$ cat config.mk
export PLATFORM = sky130hd
export DESIGN_NAME = url_query_secret_masker_flat
export DESIGN_NICKNAME = d
export VERILOG_FILES = /design/src/design/usq_pkg.sv /design/src/design/usq_in_if.sv /design/src/design/usq_out_if.sv /design/src/design/usq_cell.sv /design/src/design/usq_match.sv /design/src/design/url_query_secret_masker.sv /design/src/flat_wrapper.sv
export SDC_FILE = /design/constraint.sdc
export NUM_CORES = 1
export LEC_CHECK = 0
export BUFFER_PORTS_ARGS = -buffer_cell sky130_fd_sc_hd__buf_4
export CELL_PAD_IN_SITES_DETAIL_PLACEMENT = 0
export CELL_PAD_IN_SITES_GLOBAL_PLACEMENT = 1
export CORE_ASPECT_RATIO = 1.5
export CORE_MARGIN = 2
export CORE_UTILIZATION = 35
export CTS_CLUSTER_SIZE = 20
export DETAILED_ROUTE_END_ITERATION = 12
export GPL_TIMING_DRIVEN = 0
export PLACE_DENSITY_LB_ADDON = 0.1
export SYNTH_ARGS = -nofsm -noshare
export SYNTH_HDL_FRONTEND = slang
export SYNTH_SLANG_ARGS = --single-unit
$ cat constraint.sdc
create_clock -name clk -period 3.8 [get_ports clk]
set_input_delay 0.76 -clock clk [delete_from_list [all_inputs] [get_ports clk]]
set_output_delay 0.76 -clock clk [all_outputs]
set_load 0.05 [all_outputs]
$ cat src/design/usq_pkg.sv
// usq_pkg: shared constants, types and helpers for the URL query secret masker.
// Used by usq_cell, usq_match and the masker; depends on nothing.
`default_nettype none
package usq_pkg;

  typedef logic [7:0] byte_t;

  localparam int WIN_DEPTH    = 7;
  localparam int NEEDLE_COUNT = 8;
  localparam int NEEDLE_MAX   = 8;

  // phase codes
  localparam logic [1:0] PH_PATH  = 2'd0;
  localparam logic [1:0] PH_KEY   = 2'd1;
  localparam logic [1:0] PH_VALUE = 2'd2;

  localparam byte_t CH_MASK  = 8'h2A;  // '*'
  localparam byte_t CH_QUERY = 8'h3F;  // '?'
  localparam byte_t CH_EQ    = 8'h3D;  // '='
  localparam byte_t CH_AMP   = 8'h26;  // '&'
  localparam byte_t CH_SEMI  = 8'h3B;  // ';'

  // Right-justified: the byte at [b*8 +: 8] sits b places back from the last byte.
  localparam logic [NEEDLE_MAX*8-1:0] NEEDLE_TEXT [NEEDLE_COUNT] = '{
    64'("token"), 64'("sig"), 64'("password"), 64'("passwd"),
    64'("secret"), 64'("key"), 64'("code"), 64'("auth")
  };
  localparam int NEEDLE_LEN [NEEDLE_COUNT] = '{5, 3, 8, 6, 6, 3, 4, 4};

  typedef byte_t win_t [WIN_DEPTH];

  // per-cycle control for the window cells
  typedef struct packed {
    logic shift;
    logic clear;
  } cell_ctl_t;

  function automatic byte_t fold_lower(input byte_t c);
    return (c >= 8'h41 && c <= 8'h5A) ? byte_t'(c + 8'h20) : c;
  endfunction

endpackage
`default_nettype wire

$ cat src/design/usq_in_if.sv
// usq_in_if: input byte channel (valid/ready plus URL byte and last flag).
// No dependencies.
`default_nettype none
interface usq_in_if;
  logic       valid;
  logic       ready;
  logic [7:0] in_byte;
  logic       last;

  modport source (output valid, output in_byte, output last, input ready);
  modport sink   (input valid, input in_byte, input last, output ready);
endinterface
`default_nettype wire

$ cat src/design/usq_out_if.sv
// usq_out_if: result channel (valid/ready plus masked byte and status flags).
// No dependencies.
`default_nettype none
interface usq_out_if;
  logic       valid;
  logic       ready;
  logic [7:0] out_byte;
  logic       leak_found;
  logic       end_of_url;

  modport source (output valid, output out_byte, output leak_found, output end_of_url,
                  input ready);
  modport sink   (input valid, input out_byte, input leak_found, input end_of_url,
                  output ready);
endinterface
`default_nettype wire

$ cat src/design/usq_cell.sv
// usq_cell: one stage of the key window, a folded key byte plus a valid bit.
// Depends on usq_pkg.
`default_nettype none
module usq_cell (
  input  wire               clk,
  input  wire               rst_n,
  input  usq_pkg::cell_ctl_t ctl,
  input  usq_pkg::byte_t    d_in,
  input  wire               v_in,
  output usq_pkg::byte_t    q,
  output logic              v
);
  import usq_pkg::*;

  byte_t q_r;
  logic  v_r;

  always_ff @(posedge clk) begin
    if (!rst_n || ctl.clear) begin
      q_r <= '0;
      v_r <= 1'b0;
    end else if (ctl.shift) begin
      q_r <= d_in;
      v_r <= v_in;
    end
  end

  assign q = q_r;
  assign v = v_r;
endmodule
`default_nettype wire

$ cat src/design/usq_match.sv
// usq_match: parallel needle compare of the current byte against the cell row.
// Depends on usq_pkg.
`default_nettype none
module usq_match (
  input  usq_pkg::byte_t cur,
  input  usq_pkg::win_t  win,
  input  wire [usq_pkg::WIN_DEPTH-1:0] win_v,
  output logic           hit
);
  import usq_pkg::*;

  logic [NEEDLE_MAX-1:0]   char_ok [NEEDLE_COUNT];
  logic [NEEDLE_COUNT-1:0] needle_ok;

  for (genvar k = 0; k < NEEDLE_COUNT; k++) begin : g_needle
    for (genvar b = 0; b < NEEDLE_MAX; b++) begin : g_char
      if (b >= NEEDLE_LEN[k]) begin : g_unused
        assign char_ok[k][b] = 1'b1;
      end else if (b == 0) begin : g_cur
        assign char_ok[k][b] = (cur == NEEDLE_TEXT[k][b*8 +: 8]);
      end else begin : g_win
        // b places back lives in cell b-1
        assign char_ok[k][b] = win_v[b-1] && (win[b-1] == NEEDLE_TEXT[k][b*8 +: 8]);
      end
    end
    assign needle_ok[k] = &char_ok[k];
  end

  assign hit = |needle_ok;
endmodule
`default_nettype wire

$ cat src/design/url_query_secret_masker.sv
// url_query_secret_masker: an accepted byte's result is valid in the next cycle.
// Throughput 1 byte per cycle while the output is taken; the key window compare is
// one parallel pass over the cell row, and the output register frees as it is taken.
// Reset (rst_n low, synchronous): path phase, window cells cleared, flags zero,
// no result pending. State also returns to reset after a byte flagged last.
`default_nettype none
module url_query_secret_masker (
  input  wire        clk,
  input  wire        rst_n,
  usq_in_if.sink     in_ch,
  usq_out_if.source  out_ch
);
  import usq_pkg::*;

  // ---------------- control state ----------------
  logic [1:0] phase_r, phase_nxt;
  logic       matched_r, matched_nxt;   // needle seen in current key
  logic       mask_r, mask_nxt;         // current value belongs to a secret key
  logic       leak_r, leak_nxt;         // sticky leak flag for this URL

  // output register
  logic  out_valid_r;
  byte_t out_byte_r, out_byte_nxt;
  logic  out_leak_r;
  logic  out_eou_r;

  // A new byte is taken whenever the output slot is empty or being drained.
  logic acc;
  assign in_ch.ready = !out_valid_r || out_ch.ready;
  assign acc         = in_ch.valid && in_ch.ready;

  // ---------------- key window: chain of cells ----------------
  byte_t               cur;
  win_t                win;
  logic [WIN_DEPTH-1:0] win_v;
  cell_ctl_t           ctl;
  logic                push_c, clear_c, hit;

  assign cur = fold_lower(in_ch.in_byte);

  // cell 0 takes the new folded byte, each later cell its left neighbor
  for (genvar i = 0; i < WIN_DEPTH; i++) begin : g_cell
    if (i == 0) begin : g_head
      usq_cell u_cell (
        .clk  (clk),
        .rst_n(rst_n),
        .ctl  (ctl),
        .d_in (cur),
        .v_in (1'b1),
        .q    (win[i]),
        .v    (win_v[i])
      );
    end else begin : g_body
      usq_cell u_cell (
        .clk  (clk),
        .rst_n(rst_n),
        .ctl  (ctl),
        .d_in (win[i-1]),
        .v_in (win_v[i-1]),
        .q    (win[i]),
        .v    (win_v[i])
      );
    end
  end

  usq_match u_match (
    .cur  (cur),
    .win  (win),
    .win_v(win_v),
    .hit  (hit)
  );

  // ---------------- phase logic ----------------
  logic is_sep;
  assign is_sep = (in_ch.in_byte == CH_AMP) || (in_ch.in_byte == CH_SEMI);

  always_comb begin
    phase_nxt    = phase_r;
    matched_nxt  = matched_r;
    mask_nxt     = mask_r;
    leak_nxt     = leak_r;
    out_byte_nxt = in_ch.in_byte;
    push_c       = 1'b0;
    clear_c      = 1'b0;

    unique case (phase_r)
      PH_KEY: begin
        if (in_ch.in_byte == CH_EQ) begin
          mask_nxt  = matched_r;
          leak_nxt  = leak_r | matched_r;
          phase_nxt = PH_VALUE;
        end else if (is_sep) begin
          clear_c     = 1'b1;
          matched_nxt = 1'b0;
        end else begin
          push_c      = 1'b1;
          matched_nxt = matched_r | hit;
        end
      end
      PH_VALUE: begin
        if (is_sep) begin
          // separator ending a value passes unchanged
          clear_c     = 1'b1;
          matched_nxt = 1'b0;
          mask_nxt    = 1'b0;
          phase_nxt   = PH_KEY;
        end else if (mask_r) begin
          out_byte_nxt = CH_MASK;
        end
      end
      default: begin
        // path phase; the unused code behaves the same
        if (in_ch.in_byte == CH_QUERY) begin
          clear_c     = 1'b1;
          matched_nxt = 1'b0;
          phase_nxt   = PH_KEY;
        end
      end
    endcase
  end

  // last byte wipes the window along with everything else
  assign ctl.clear = acc && (clear_c || in_ch.last);
  assign ctl.shift = acc && push_c;

  always_ff @(posedge clk) begin
    if (!rst_n) begin
      phase_r   <= PH_PATH;
      matched_r <= 1'b0;
      mask_r    <= 1'b0;
      leak_r    <= 1'b0;
    end else if (acc) begin
      if (in_ch.last) begin
        phase_r   <= PH_PATH;
        matched_r <= 1'b0;
        mask_r    <= 1'b0;
        leak_r    <= 1'b0;
      end else begin
        phase_r   <= phase_nxt;
        matched_r <= matched_nxt;
        mask_r    <= mask_nxt;
        leak_r    <= leak_nxt;
      end
    end
  end

  // ---------------- output register ----------------
  always_ff @(posedge clk) begin
    if (!rst_n) begin
      out_valid_r <= 1'b0;
    end else if (acc) begin
      out_valid_r <= 1'b1;
    end else if (out_ch.ready) begin
      out_valid_r <= 1'b0;
    end
  end

  always_ff @(posedge clk) begin
    if (acc) begin
      out_byte_r <= out_byte_nxt;
      out_leak_r <= leak_nxt;     // flag counts the current byte
      out_eou_r  <= in_ch.last;
    end
  end

  assign out_ch.valid      = out_valid_r;
  assign out_ch.out_byte   = out_byte_r;
  assign out_ch.leak_found = out_leak_r;
  assign out_ch.end_of_url = out_eou_r;

`ifndef NO_ASSERTIONS
  // end of URL brings the control state back to its reset values
  a_last_resets: assert property (@(posedge clk) disable iff (!rst_n)
    (acc && in_ch.last) |=> (phase_r == PH_PATH && !leak_r && !mask_r && win_v == '0))
    else $error("state not cleared after last byte");

  // the leak flag can only be up inside the query part
  a_leak_in_query: assert property (@(posedge clk) disable iff (!rst_n)
    leak_r |-> (phase_r == PH_KEY || phase_r == PH_VALUE))
    else $error("leak flag set outside query");

  // a masked value byte comes out as the mask character
  a_mask_out: assert property (@(posedge clk) disable iff (!rst_n)
    (acc && phase_r == PH_VALUE && mask_r && !is_sep) |=> (out_byte_r == CH_MASK))
    else $error("secret value byte not masked");

  // masking implies a leak was recorded
  a_mask_leak: assert property (@(posedge clk) disable iff (!rst_n)
    mask_r |-> leak_r)
    else $error("masking without leak flag");
`endif

endmodule
`default_nettype wire
$ cat src/flat_wrapper.sv
// flat-port wrapper written by rule: the top's interface ports become plain ports
module url_query_secret_masker_flat import usq_pkg::*;
  (clk, rst_n, in_ch_valid, in_ch_in_byte, in_ch_last, in_ch_ready, out_ch_valid, out_ch_out_byte, out_ch_leak_found, out_ch_end_of_url, out_ch_ready);
  usq_in_if in_ch_i ();
  usq_out_if out_ch_i ();
  input  wire clk;
  input  wire rst_n;
  input wire logic [$bits(in_ch_i.valid)-1:0] in_ch_valid;
  input wire logic [$bits(in_ch_i.in_byte)-1:0] in_ch_in_byte;
  input wire logic [$bits(in_ch_i.last)-1:0] in_ch_last;
  output wire logic [$bits(in_ch_i.ready)-1:0] in_ch_ready;
  output wire logic [$bits(out_ch_i.valid)-1:0] out_ch_valid;
  output wire logic [$bits(out_ch_i.out_byte)-1:0] out_ch_out_byte;
  output wire logic [$bits(out_ch_i.leak_found)-1:0] out_ch_leak_found;
  output wire logic [$bits(out_ch_i.end_of_url)-1:0] out_ch_end_of_url;
  input wire logic [$bits(out_ch_i.ready)-1:0] out_ch_ready;
  assign in_ch_i.valid = in_ch_valid;
  assign in_ch_i.in_byte = in_ch_in_byte;
  assign in_ch_i.last = in_ch_last;
  assign in_ch_ready = in_ch_i.ready;
  assign out_ch_valid = out_ch_i.valid;
  assign out_ch_out_byte = out_ch_i.out_byte;
  assign out_ch_leak_found = out_ch_i.leak_found;
  assign out_ch_end_of_url = out_ch_i.end_of_url;
  assign out_ch_i.ready = out_ch_ready;
  url_query_secret_masker u_core (.clk(clk), .rst_n(rst_n), .in_ch(in_ch_i), .out_ch(out_ch_i));
endmodule
==> results.py, run 1 <==
metrics = {
    "worst_setup_path": {
        "r2r-start": "u_core.g_cell[2].g_body.u_cell.q[7]",
        "critPathMaxFanout": 10,
        "startpoint": "in_ch_in_byte[6]",
        "worst_setup_path_start_kind": "input port",
        "cp.required_ns": 4.01,
        "regToRegSetupSlack_ns": 1.32,
        "criticalPathCategory": "in2reg",
        "path_cells": "buf_4, nor3b_1, o211a_1, o211ai_1, a21o_1, nand2_1, clkbuf_1, nor2_1",
        "end_kind": "flip-flop",
        "critical_path.slowest_cell": "nor3b_1",
        "crit_path_max_incr_delay_ns": 0.56,
        "r2r.worst_path.cells": 6,
        "reg2reg_to": "u_core.matched_r",
        "cp.arrival_ns": 3.03,
    },
    "drt": {
        "drtPass1Iterations": 4,
        "wl_per_cell_um": 17.7,
        "drc": 0,
        "routed_via_density": 5.33,
        "totalWireLength_mm": 9.43,
        "drt_iter0_markers": 76,
        "vias": 2836,
        "final_antenna_net_count": 0,
    },
    "hold_path": {
        "min_to": "u_core.g_cell[6].g_body.u_cell.v",
        "hold_depth": 2,
        "min_path_type": "reg2reg",
        "min_from": "u_core.g_cell[6].g_body.u_cell.v",
    },
    "sta": {
        "fmax_mhz": 355,
        "slew_viol_final": 0,
        "tightestPinTransition_ns": 0.658,
        "hold_viol": 0,
        "rsz0062_at_grt": "false",
        "fin_skew_ns": 0.00810,
        "tns_ns": 0,
        "layout_setup_ws_ns": 0.983,
        "holdWs_ns": 0.491,
        "slew_headroom": 0.560,
        "post-route-min-period_ns": 2.82,
        "setup_viol": 0,
        "min_period_over_period": 0.741,
    },
    "global_route": {
        "first_global_vias": 2718,
        "grt_pass1_wl_mm": 14.6,
        "gr-usage-met1": 0.185,
        "grt.met2_usage": 0.317,
        "grt_usage": 0.179,
        "grt_max_degree": 14,
        "grt_util_met3": 0.0257,
        "grt_overflow": 0,
        "grt_busiest_layer": "met2",
        "antenna_found_initial": 0,
    },
    "finish": {
        "stdcell_count": 532,
        "layout_common_cells": "nor2_1, dfxtp_1, mux2i_1",
        "fin_nets": 426,
        "mostFrequentLayoutCell": "nor2_1",
        "antenna_cells": 0,
        "fin_area_um2": 4240,
        "drive_gt1_frac": 0.128,
        "fin_util": 0.421,
        "synthToLayoutAreaGrowth_pct": 17.6,
    },
    "logic_synthesis": {
        "synth_cell_type_count": 53,
        "synth-async-reset-ratio": 0,
        "syn_nets": 393,
        "synth-edff-count": 10,
        "ys_warn_count": 0,
        "ys_ff_latch": 79,
        "synth_area_per_cell_um2": 9.57,
        "ys_seq_area_frac": 0.466,
        "syn_area_um2": 3610,
        "syn_inst": 377,
        "synthFlopType": "dfxtp_1",
    },
    "pwr": {
        "power_frac_comb": 0.068,
        "finalPower_mw": 1.92,
        "power_density_nw_per_um2": 454,
        "cellLeakagePower_nw": 1.44,
        "max-vdd-ir-drop_uv": 214,
        "clock_power_share": 0.485,
        "pwr-share-seq": 0.447,
        "p_sw_mw": 0.436,
        "swShare": 0.226,
        "p_int_mw": 1.49,
    },
    "die": {
        "die_area_um2": 11200,
        "start_util": 0.358,
        "io_pins": 25,
        "die_w_um": 86.9,
        "fp.dieH_um": 128,
        "coreArea_um2": 10100,
        "row_count": 45,
    },
    "clock_network": {
        "cts_root_buf": "clkbuf_16",
        "cts.sinks": 79,
        "numCtsBuffers": 9,
        "path_clk_slew_ns": 0.06,
        "post_cts_resized": 0,
        "cts_buffer_depth": 2,
        "worst_skew_pair.late_latency_ns": 0.34,
        "cts_hold_buf": 0,
        "ctsHtreeMaxLevel": 3,
        "cts_tree": "yes",
        "cts_setup_buffers": 0,
    },
    "placed_design": {
        "dpl_cell_area_um2": 3920,
        "post-place-cells": 516,
        "pre_cts_ws_ns": 0.582,
        "place_congestion": 0.932,
        "place_hpwl_mm": 7.22,
        "portBuffers": 22,
    },
    "status": {
        "status": "completed",
    },
    "job": {
        "maxCapViolations": 0,
    },
}
==> critical path: cells and delay by family <==
family | cells | cell delay [ns]
simple gates | 3 | 1.00
compound gates | 3 | 0.67
buf+inv | 2 | 0.57
==> synth_stat cells (all sizes together), types with 7 or more instances <==
cell    number  area, um^2
dfxtp       69        1380
nand2b      10        62.6
inv          8        30.0
clkbuf      13        48.8
nand2       17        73.8
and3         7        43.8
nand4        7        43.8
nor4         9        56.3
mux2i       61         611
nor2        78         293
nor3         9        45.0
edfxtp      10         300
==> layout make-up <==
class,count,area [um^2]
Buffer,19,88.8
Clock buffer,10,239
Clock inverter,6,83.8
Fill cell,1005,5840
Inverter,8,30.0
Multi-Input combinational cell,271,1810
Sequential cell,79,1680
Tap cell,117,146
Timing Repair Buffer,22,165
==> sequential cells by signal, summed over array words and instances (netlist names), 2 cells and up <==
| register | cells |
|---|---|
| u_core.out_ch.out_byte | 8 |
| u_core.g_cell.g_body.u_cell.v | 6 |
| u_core.g_cell.g_head.u_cell.q | 8 |
| u_core.phase_r | 2 |
| u_core.g_cell.g_body.u_cell.q | 48 |
==> per-layer routing <==
metal,routed length [um],up-vias
met4,522,0
met5,0,-
met3,360,29
met1,3630,1328
met2,4920,66
li1,-,1413
==> worst max-delay path by stage <==
| stage | cells after the start | to | slack (ns) |
|---|---|---|---|
| 2_1_floorplan | 7 | u_core.g_cell[0].g_head.u_cell.q[1] | 1.12 |
| 3_3_place_gp | 8 | u_core.g_cell[6].g_body.u_cell.q[6] | 0.61 |
| 3_5_place_dp | 8 | u_core.g_cell[6].g_body.u_cell.q[5] | 0.58 |
| 4_1_cts | 8 | u_core.g_cell[6].g_body.u_cell.q[5] | 0.94 |
| 5_1_grt | 9 | u_core.g_cell[6].g_body.u_cell.q[5] | 0.80 |
| 6_report | 8 | u_core.g_cell[6].g_body.u_cell.q[5] | 0.98 |
==> power groups by stage <==
stage          logic (mW)  clock network, mW  registers, mW
2_1_floorplan      0.0650                  0          0.901
3_3_place_gp        0.132                  0          0.879
3_5_place_dp        0.133                  0          0.879
4_1_cts             0.133              0.952          0.860
5_1_grt             0.142              0.978          0.861
6_report            0.131              0.933          0.860
==> cell families (layout without fill, tap and decap cells) <==
kind of cell / count (synthesis) / in the layout / synth area share
AOI/OAI and AO/OA: 29 / 29 / 0.0617
adders and majority gates: 3 / 3 / 0.0104
buffers and inverters: 27 / 65 / 0.0330
DFF: 79 / 79 / 0.466
muxes: 61 / 61 / 0.169
and+or+nand+nor: 178 / 178 / 0.259
(Power assumes the default switching activity.)
==> run 2: changes to the inputs <==
ABC_AREA = 1   (was default)
clock period = 2.5 ns   (was 3.8 ns; I/O delays follow)
==> run 2 against run 1 <==
Against the previous run:
- largest power group unchanged
- synthesized cell count grew 57%
- power grew 54%
- clock skew shrank 0.00088 ns
- critical path type is now reg2reg
- critical path depth grew 1
- critical endpoint is now u_core.g_cell[1].g_body.u_cell.q[1]
==> results.py, run 2 <==
metrics = {
    "status": {
        "status": "completed",
    },
    "worst_setup_path": {
        "cp_num_buf_inv": 3,
        "path_common_cell": "nand2_1",
        "reg2reg_to": "u_core.g_cell[1].g_body.u_cell.q[1]",
        "regToRegSetupSlack_ns": 0.34,
        "path_delay_family": "simple AND/OR/NAND/NOR gates",
        "crit_path_max_incr_delay_ns": 0.36,
        "criticalPathCategory": "reg2reg",
        "critPathMaxFanout": 13,
        "critical_path.slowest_cell": "clkinvlp_4",
        "worst_setup_path_start_kind": "flip-flop",
        "cp.required_ns": 2.76,
        "r2r.worst_path.cells": 9,
        "end_kind": "flip-flop",
        "path_cells": "nand2_1, nand2_1, clkinvlp_4, nand2_1, nand2_1, inv_1, nand2_1, clkbuf_1, a21oi_1",
        "r2r-start": "u_core.out_ch.valid",
        "cp.arrival_ns": 2.42,
    },
    "sta": {
        "rsz0062_at_grt": "false",
        "fin_skew_ns": 0.00722,
        "slew_headroom": 0.504,
        "hold_viol": 0,
        "fmax_mhz": 463,
        "tightestPinTransition_ns": 0.741,
        "holdWs_ns": 0.402,
        "post-route-min-period_ns": 2.16,
        "slew_viol_final": 0,
        "setup_viol": 0,
        "min_period_over_period": 0.864,
        "layout_setup_ws_ns": 0.341,
    },
    "die": {
        "die_area_um2": 12000,
        "coreArea_um2": 10900,
        "io_pins": 25,
        "row_count": 47,
        "start_util": 0.357,
        "fp.dieH_um": 133,
        "die_w_um": 90.2,
    },
    "finish": {
        "antenna_cells": 0,
        "num-fill-cells": 1207,
        "drive_gt1_frac": 0.0965,
        "fin_util": 0.420,
        "fin_nets": 643,
        "mostFrequentLayoutCell": "nand2_1",
        "largest_reg_flops": 48,
        "synthToLayoutAreaGrowth_pct": 17.8,
        "layout_common_cells": "nand2_1, nor2_1, a21oi_1, dfxtp_1, inv_1",
    },
    "job": {
        "maxCapViolations": 0,
    },
    "clock_network": {
        "numCtsBuffers": 9,
        "path_clk_slew_ns": 0.06,
        "cts.sinks": 79,
        "cts_root_buf": "clkbuf_16",
        "cts_buffer_depth": 2,
        "cts_setup_buffers": 0,
        "ctsHtreeMaxLevel": 3,
        "cts_hold_buf": 0,
        "cts_tree": "yes",
        "worst_skew_pair.late_latency_ns": 0.34,
        "post_cts_resized": 0,
    },
    "placed_design": {
        "place_hpwl_mm": 8.58,
        "portBuffers": 24,
        "pre_cts_ws_ns": -0.120,
        "place_congestion": 0.853,
    },
    "hold_path": {
        "hold_depth": 1,
        "min_from": "in_ch_last",
        "min_path_type": "in2reg",
        "min_to": "u_core.out_ch.end_of_url",
    },
    "drt": {
        "totalWireLength_mm": 11.0,
        "wl_per_cell_um": 14.1,
        "routed_via_density": 4.74,
        "drt_iter0_markers": 154,
        "vias": 3692,
        "drtPass1Iterations": 6,
        "drc": 0,
        "final_antenna_net_count": 0,
    },
    "pwr": {
        "p_sw_mw": 0.663,
        "power_density_nw_per_um2": 644,
        "p_int_mw": 2.30,
        "power_frac_comb": 0.073,
        "swShare": 0.224,
        "cellLeakagePower_nw": 1.66,
        "pwr-share-seq": 0.442,
        "clock_power_share": 0.485,
        "max-vdd-ir-drop_uv": 289,
    },
    "logic_synthesis": {
        "yosysMostFrequentCell": "nand2_1",
        "ys_top_cells_by_count": "nand2_1, nor2_1, a21oi_1, dfxtp_1, inv_1",
        "syn_inst": 592,
        "ys_ff_latch": 79,
        "synth_cell_type_count": 26,
        "syn_nets": 608,
        "synth_area_per_cell_um2": 6.59,
        "ys_warn_count": 0,
        "synth-async-reset-ratio": 0,
        "syn_area_um2": 3900,
        "yosysTopAreaCell": "dfxtp_1",
        "synth_area_leaders": "dfxtp_1, nand2_1, a21oi_1, nor2_1, edfxtp_1",
        "ys_seq_area_frac": 0.431,
        "synth_top_area_frac": 0.354,
        "synthFlopType": "dfxtp_1",
        "synth-edff-count": 10,
    },
    "global_route": {
        "first_global_vias": 3657,
        "grt_overflow": 0,
        "grt_max_degree": 14,
        "grt_pass1_wl_mm": 17.8,
        "antenna_found_initial": 0,
        "grt_usage": 0.190,
    },
}
run 2: cell types whose count changed after synthesis, moves of 10 or more:
cell	before	now
nand2b_1	10	0
a21oi_1	3	69
inv_1	8	66
nand3_1	4	27
nand2_1	15	212
mux2i_1	61	0
run 2: how the worst max path moves through the flow:
stage | start | endpoint | slack, ns | cells past startpoint
finish | u_core.out_ch.valid | u_core.g_cell[1].g_body.u_cell.q[1] | 0.34 | 9
global route | u_core.out_ch.valid | u_core.g_cell[0].g_head.u_cell.q[4] | 0.08 | 9
CTS | u_core.out_ch.valid | u_core.g_cell[5].g_body.u_cell.q[0] | 0.16 | 9
detailed placement | out_ch_ready | u_core.g_cell[1].g_body.u_cell.q[1] | -0.12 | 11
global placement | out_ch_ready | u_core.g_cell[1].g_body.u_cell.q[1] | -0.08 | 11
floorplan | u_core.out_ch.valid | u_core.g_cell[0].g_head.u_cell.q[0] | 0.21 | 9
run 2: cell families (layout without fill, tap and decap cells):
kind of cell | Yosys count | count (layout) | share of synthesized area
buf+inv | 87 | 127 | 0.0981
compound gates | 77 | 77 | 0.102
fa+ha+maj | 3 | 3 | 0.00962
simple gates | 346 | 346 | 0.360
flops | 79 | 79 | 0.431
run 2: per-layer routing:
metal	GRT usage	vias to the layer above	share of wire
li1	-	1930	-
met1	0.194	1693	0.39
met2	0.375	54	0.56
met3	0.0351	15	0.023
met4	0.0718	0	0.025
met5	0	-	0
run 2: through the flow:
stage / TNS (ns) / area, um^2 / power [mW] / instances
3_5_place_dp: -3.55 / 4270 / 1.56 / 763
6_report: 0 / 4600 / 2.96 / 779
5_1_grt: 0 / 4600 / 3.07 / 779
4_1_cts: 0 / 4590 / 2.99 / 779
2_1_floorplan: 0 / 3900 / 1.47 / 592
3_3_place_gp: -1.97 / 4270 / 1.55 / 763
run 2: final cells by class:
cell class	instances	area, um^2	area share
sequential	79	1680	0.366
multi-input combinational	426	1840	0.400
timing repair buffer	24	180	0.0392
buffer	18	121	0.0264
inverter	69	265	0.0577
tap	147	184	0.0400
clock inverter	3	65.1	0.0141
clock buffer	13	262	0.0569
run 2: power groups by stage:
stage / sequential (mW) / clock (mW) / combinational [mW]
floorplan: 1.37 / 0 / 0.101
global placement: 1.34 / 0 / 0.217
detailed placement: 1.34 / 0 / 0.218
CTS: 1.31 / 1.46 / 0.219
global route: 1.31 / 1.52 / 0.239
finish: 1.31 / 1.43 / 0.216
run 2: worst reg2reg max path: cells and delay by family, from the launching register on:
kind / cells / cell delay [ns]
AOI/OAI and AO/OA: 1 / 0.19
buffers and inverters: 3 / 0.78
DFF: 1 / 0.33
and+or+nand+nor: 5 / 0.79
==> run 3: changes to the inputs <==
ABC_AREA = default   (was 1)
CORE_UTILIZATION = 42   (was 35)
==> run 3 against run 2 <==
Against the previous run:
- first-iteration DRC count down 11%
- hold slack better by 0.025 ns
- clock power down 4%
- flip-flop and latch count unchanged
- power down 2.7%
- final area down 8.0%
- final cell count down 33%
- sequential power about the same
- worst setup slack worse by 0.24 ns
- clock-buffer cell count down 1
- critical endpoint is now u_core.matched_r
==> results.py, run 3 (same netlist as run 1, synthesis figures left out) <==
metrics = {
    "die": {
        "die_w_um": 79.7,
        "start_util": 0.431,
        "row_count": 41,
        "coreArea_um2": 8360,
        "die_area_um2": 9360,
        "io_pins": 25,
        "fp.dieH_um": 118,
    },
    "worst_setup_path": {
        "cp.required_ns": 2.76,
        "cp.arrival_ns": 2.67,
        "path_common_cell": "or3b_1",
        "worst_setup_path_start_kind": "flip-flop",
        "critPathMaxFanout": 4,
        "r2r.worst_path.cells": 6,
        "r2r-start": "u_core.g_cell[2].g_body.u_cell.q[7]",
        "criticalPathCategory": "reg2reg",
        "end_kind": "flip-flop",
        "crit_path_max_incr_delay_ns": 0.55,
        "regToRegSetupSlack_ns": 0.1,
        "cp_num_buf_inv": 0,
        "startpoint": "u_core.g_cell[2].g_body.u_cell.q[7]",
        "path_delay_family": "simple AND/OR/NAND/NOR gates",
        "path_cells": "and4bb_1, or3b_1, or3b_1, or4_1, a22o_1, a211oi_2",
        "reg2reg_to": "u_core.matched_r",
        "critical_path.slowest_cell": "or4_1",
    },
    "drt": {
        "routed_via_density": 5.34,
        "drtPass1Iterations": 4,
        "drt_iter0_markers": 137,
        "wl_per_cell_um": 17.7,
        "drc": 0,
        "vias": 2795,
        "totalWireLength_mm": 9.24,
        "final_antenna_net_count": 0,
    },
    "clock_network": {
        "cts_root_buf": "clkbuf_16",
        "cts_tree": "yes",
        "path_clk_slew_ns": 0.06,
        "worst_skew_pair.late_latency_ns": 0.34,
        "cts.sinks": 79,
        "ctsHtreeMaxLevel": 3,
        "numCtsBuffers": 9,
        "cts_buffer_depth": 2,
    },
    "hold_path": {
        "min_to": "u_core.out_ch.end_of_url",
        "min_path_type": "in2reg",
        "hold_depth": 1,
        "min_from": "in_ch_last",
    },
    "job": {
        "maxCapViolations": 0,
    },
    "global_route": {
        "grt_usage": 0.208,
        "antenna_found_initial": 0,
        "grt_pass1_wl_mm": 14.6,
        "first_global_vias": 2693,
        "grt_overflow": 0,
        "grt_max_degree": 13,
    },
    "finish": {
        "mostFrequentLayoutCell": "nor2_1",
        "drive_gt1_frac": 0.142,
        "synthToLayoutAreaGrowth_pct": 17.3,
        "antenna_cells": 0,
        "largest_reg_flops": 48,
        "layout_common_cells": "nor2_1, dfxtp_1, mux2i_1",
        "fin_nets": 427,
        "num-fill-cells": 849,
        "fin_area_um2": 4230,
    },
    "pwr": {
        "pwr-share-seq": 0.454,
        "power_frac_comb": 0.070,
        "finalPower_mw": 2.88,
        "p_sw_mw": 0.641,
        "power_density_nw_per_um2": 681,
        "swShare": 0.223,
        "max-vdd-ir-drop_uv": 448,
        "p_int_mw": 2.24,
        "cellLeakagePower_nw": 1.47,
        "clock_power_share": 0.476,
    },
    "status": {
        "status": "completed",
    },
    "sta": {
        "setup_viol": 0,
        "hold_viol": 0,
        "layout_setup_ws_ns": 0.0958,
        "min_period_over_period": 0.962,
        "fin_skew_ns": 0.00576,
        "tightestPinTransition_ns": 0.647,
        "slew_viol_final": 0,
        "rsz0062_at_grt": "false",
        "slew_headroom": 0.564,
        "post-route-min-period_ns": 2.40,
        "fmax_mhz": 416,
    },
    "placed_design": {
        "place_hpwl_mm": 6.98,
        "dpl_cell_area_um2": 3910,
        "pre_cts_ws_ns": -0.316,
        "portBuffers": 22,
        "place_congestion": 0.929,
    },
}
## run 3: how the worst max path moves through the flow
| stage | end | slack [ns] | cells past startpoint |
|---|---|---|---|
| after floorplan | u_core.g_cell[0].g_head.u_cell.q[1] | 0.07 | 7 |
| after global placement | u_core.g_cell[5].g_body.u_cell.q[1] | -0.33 | 9 |
| after detailed placement | u_core.g_cell[6].g_body.u_cell.q[2] | -0.32 | 9 |
| after CTS | u_core.g_cell[4].g_body.u_cell.q[3] | 0.03 | 9 |
| after global routing | u_core.g_cell[5].g_body.u_cell.q[4] | 0.007 | 8 |
| final | u_core.matched_r | 0.1 | 6 |
## run 3: metal layers
layer	share of wire	track usage
met5	0	0
met4	0.029	0.0981
met3	0.035	0.0437
met2	0.54	0.377
met1	0.39	0.223
## run 3: through the flow
stage / TNS (ns) / instances / hold WS, ns / utilization
global placement: -18.76 / 506 / 0.470 / 0.467
detailed placement: -18.03 / 506 / 0.482 / 0.467
floorplan: 0 / 377 / 0.451 / -
global route: 0 / 523 / 0.427 / 0.506
finish: 0 / 523 / 0.426 / 0.506
CTS: 0 / 522 / 0.420 / 0.504
## run 3: layout make-up
cell class / count / area, um^2 / area share
well taps: 107 / 134 / 0.0316
clock inverters: 4 / 70.1 / 0.0166
inverters: 8 / 30.0 / 0.00710
flip-flops and latches: 79 / 1680 / 0.397
clock buffers: 12 / 236 / 0.0559
multi-input cells: 271 / 1810 / 0.427
repair buffers: 23 / 173 / 0.0408
plain buffers: 19 / 100 / 0.0237
## run 3: timing repair
action | 4_1_cts | 5_1_grt
gates resized for setup | 0 | 15
hold endpoints to repair | 0 | 0
hold buffers | 0 | 0
setup endpoints to repair | 0 | 61
buffers inserted | 0 | 1
## run 3: worst register-to-register path, cell delays in order (launching register included)
cell      delay [ns]
dfxtp_1         0.35
and4bb_1        0.30
or3b_1          0.39
or3b_1          0.38
or4_1           0.55
a22o_1          0.22
a211oi_2        0.14
## run 3: power groups by stage
stage / Sequential [mW] / Clock, mW / Combinational (mW)
2_1_floorplan: 1.37 / 0 / 0.0988
3_3_place_gp: 1.34 / 0 / 0.200
5_1_grt: 1.31 / 1.44 / 0.218
4_1_cts: 1.31 / 1.40 / 0.202
6_report: 1.31 / 1.37 / 0.202
3_5_place_dp: 1.34 / 0 / 0.202
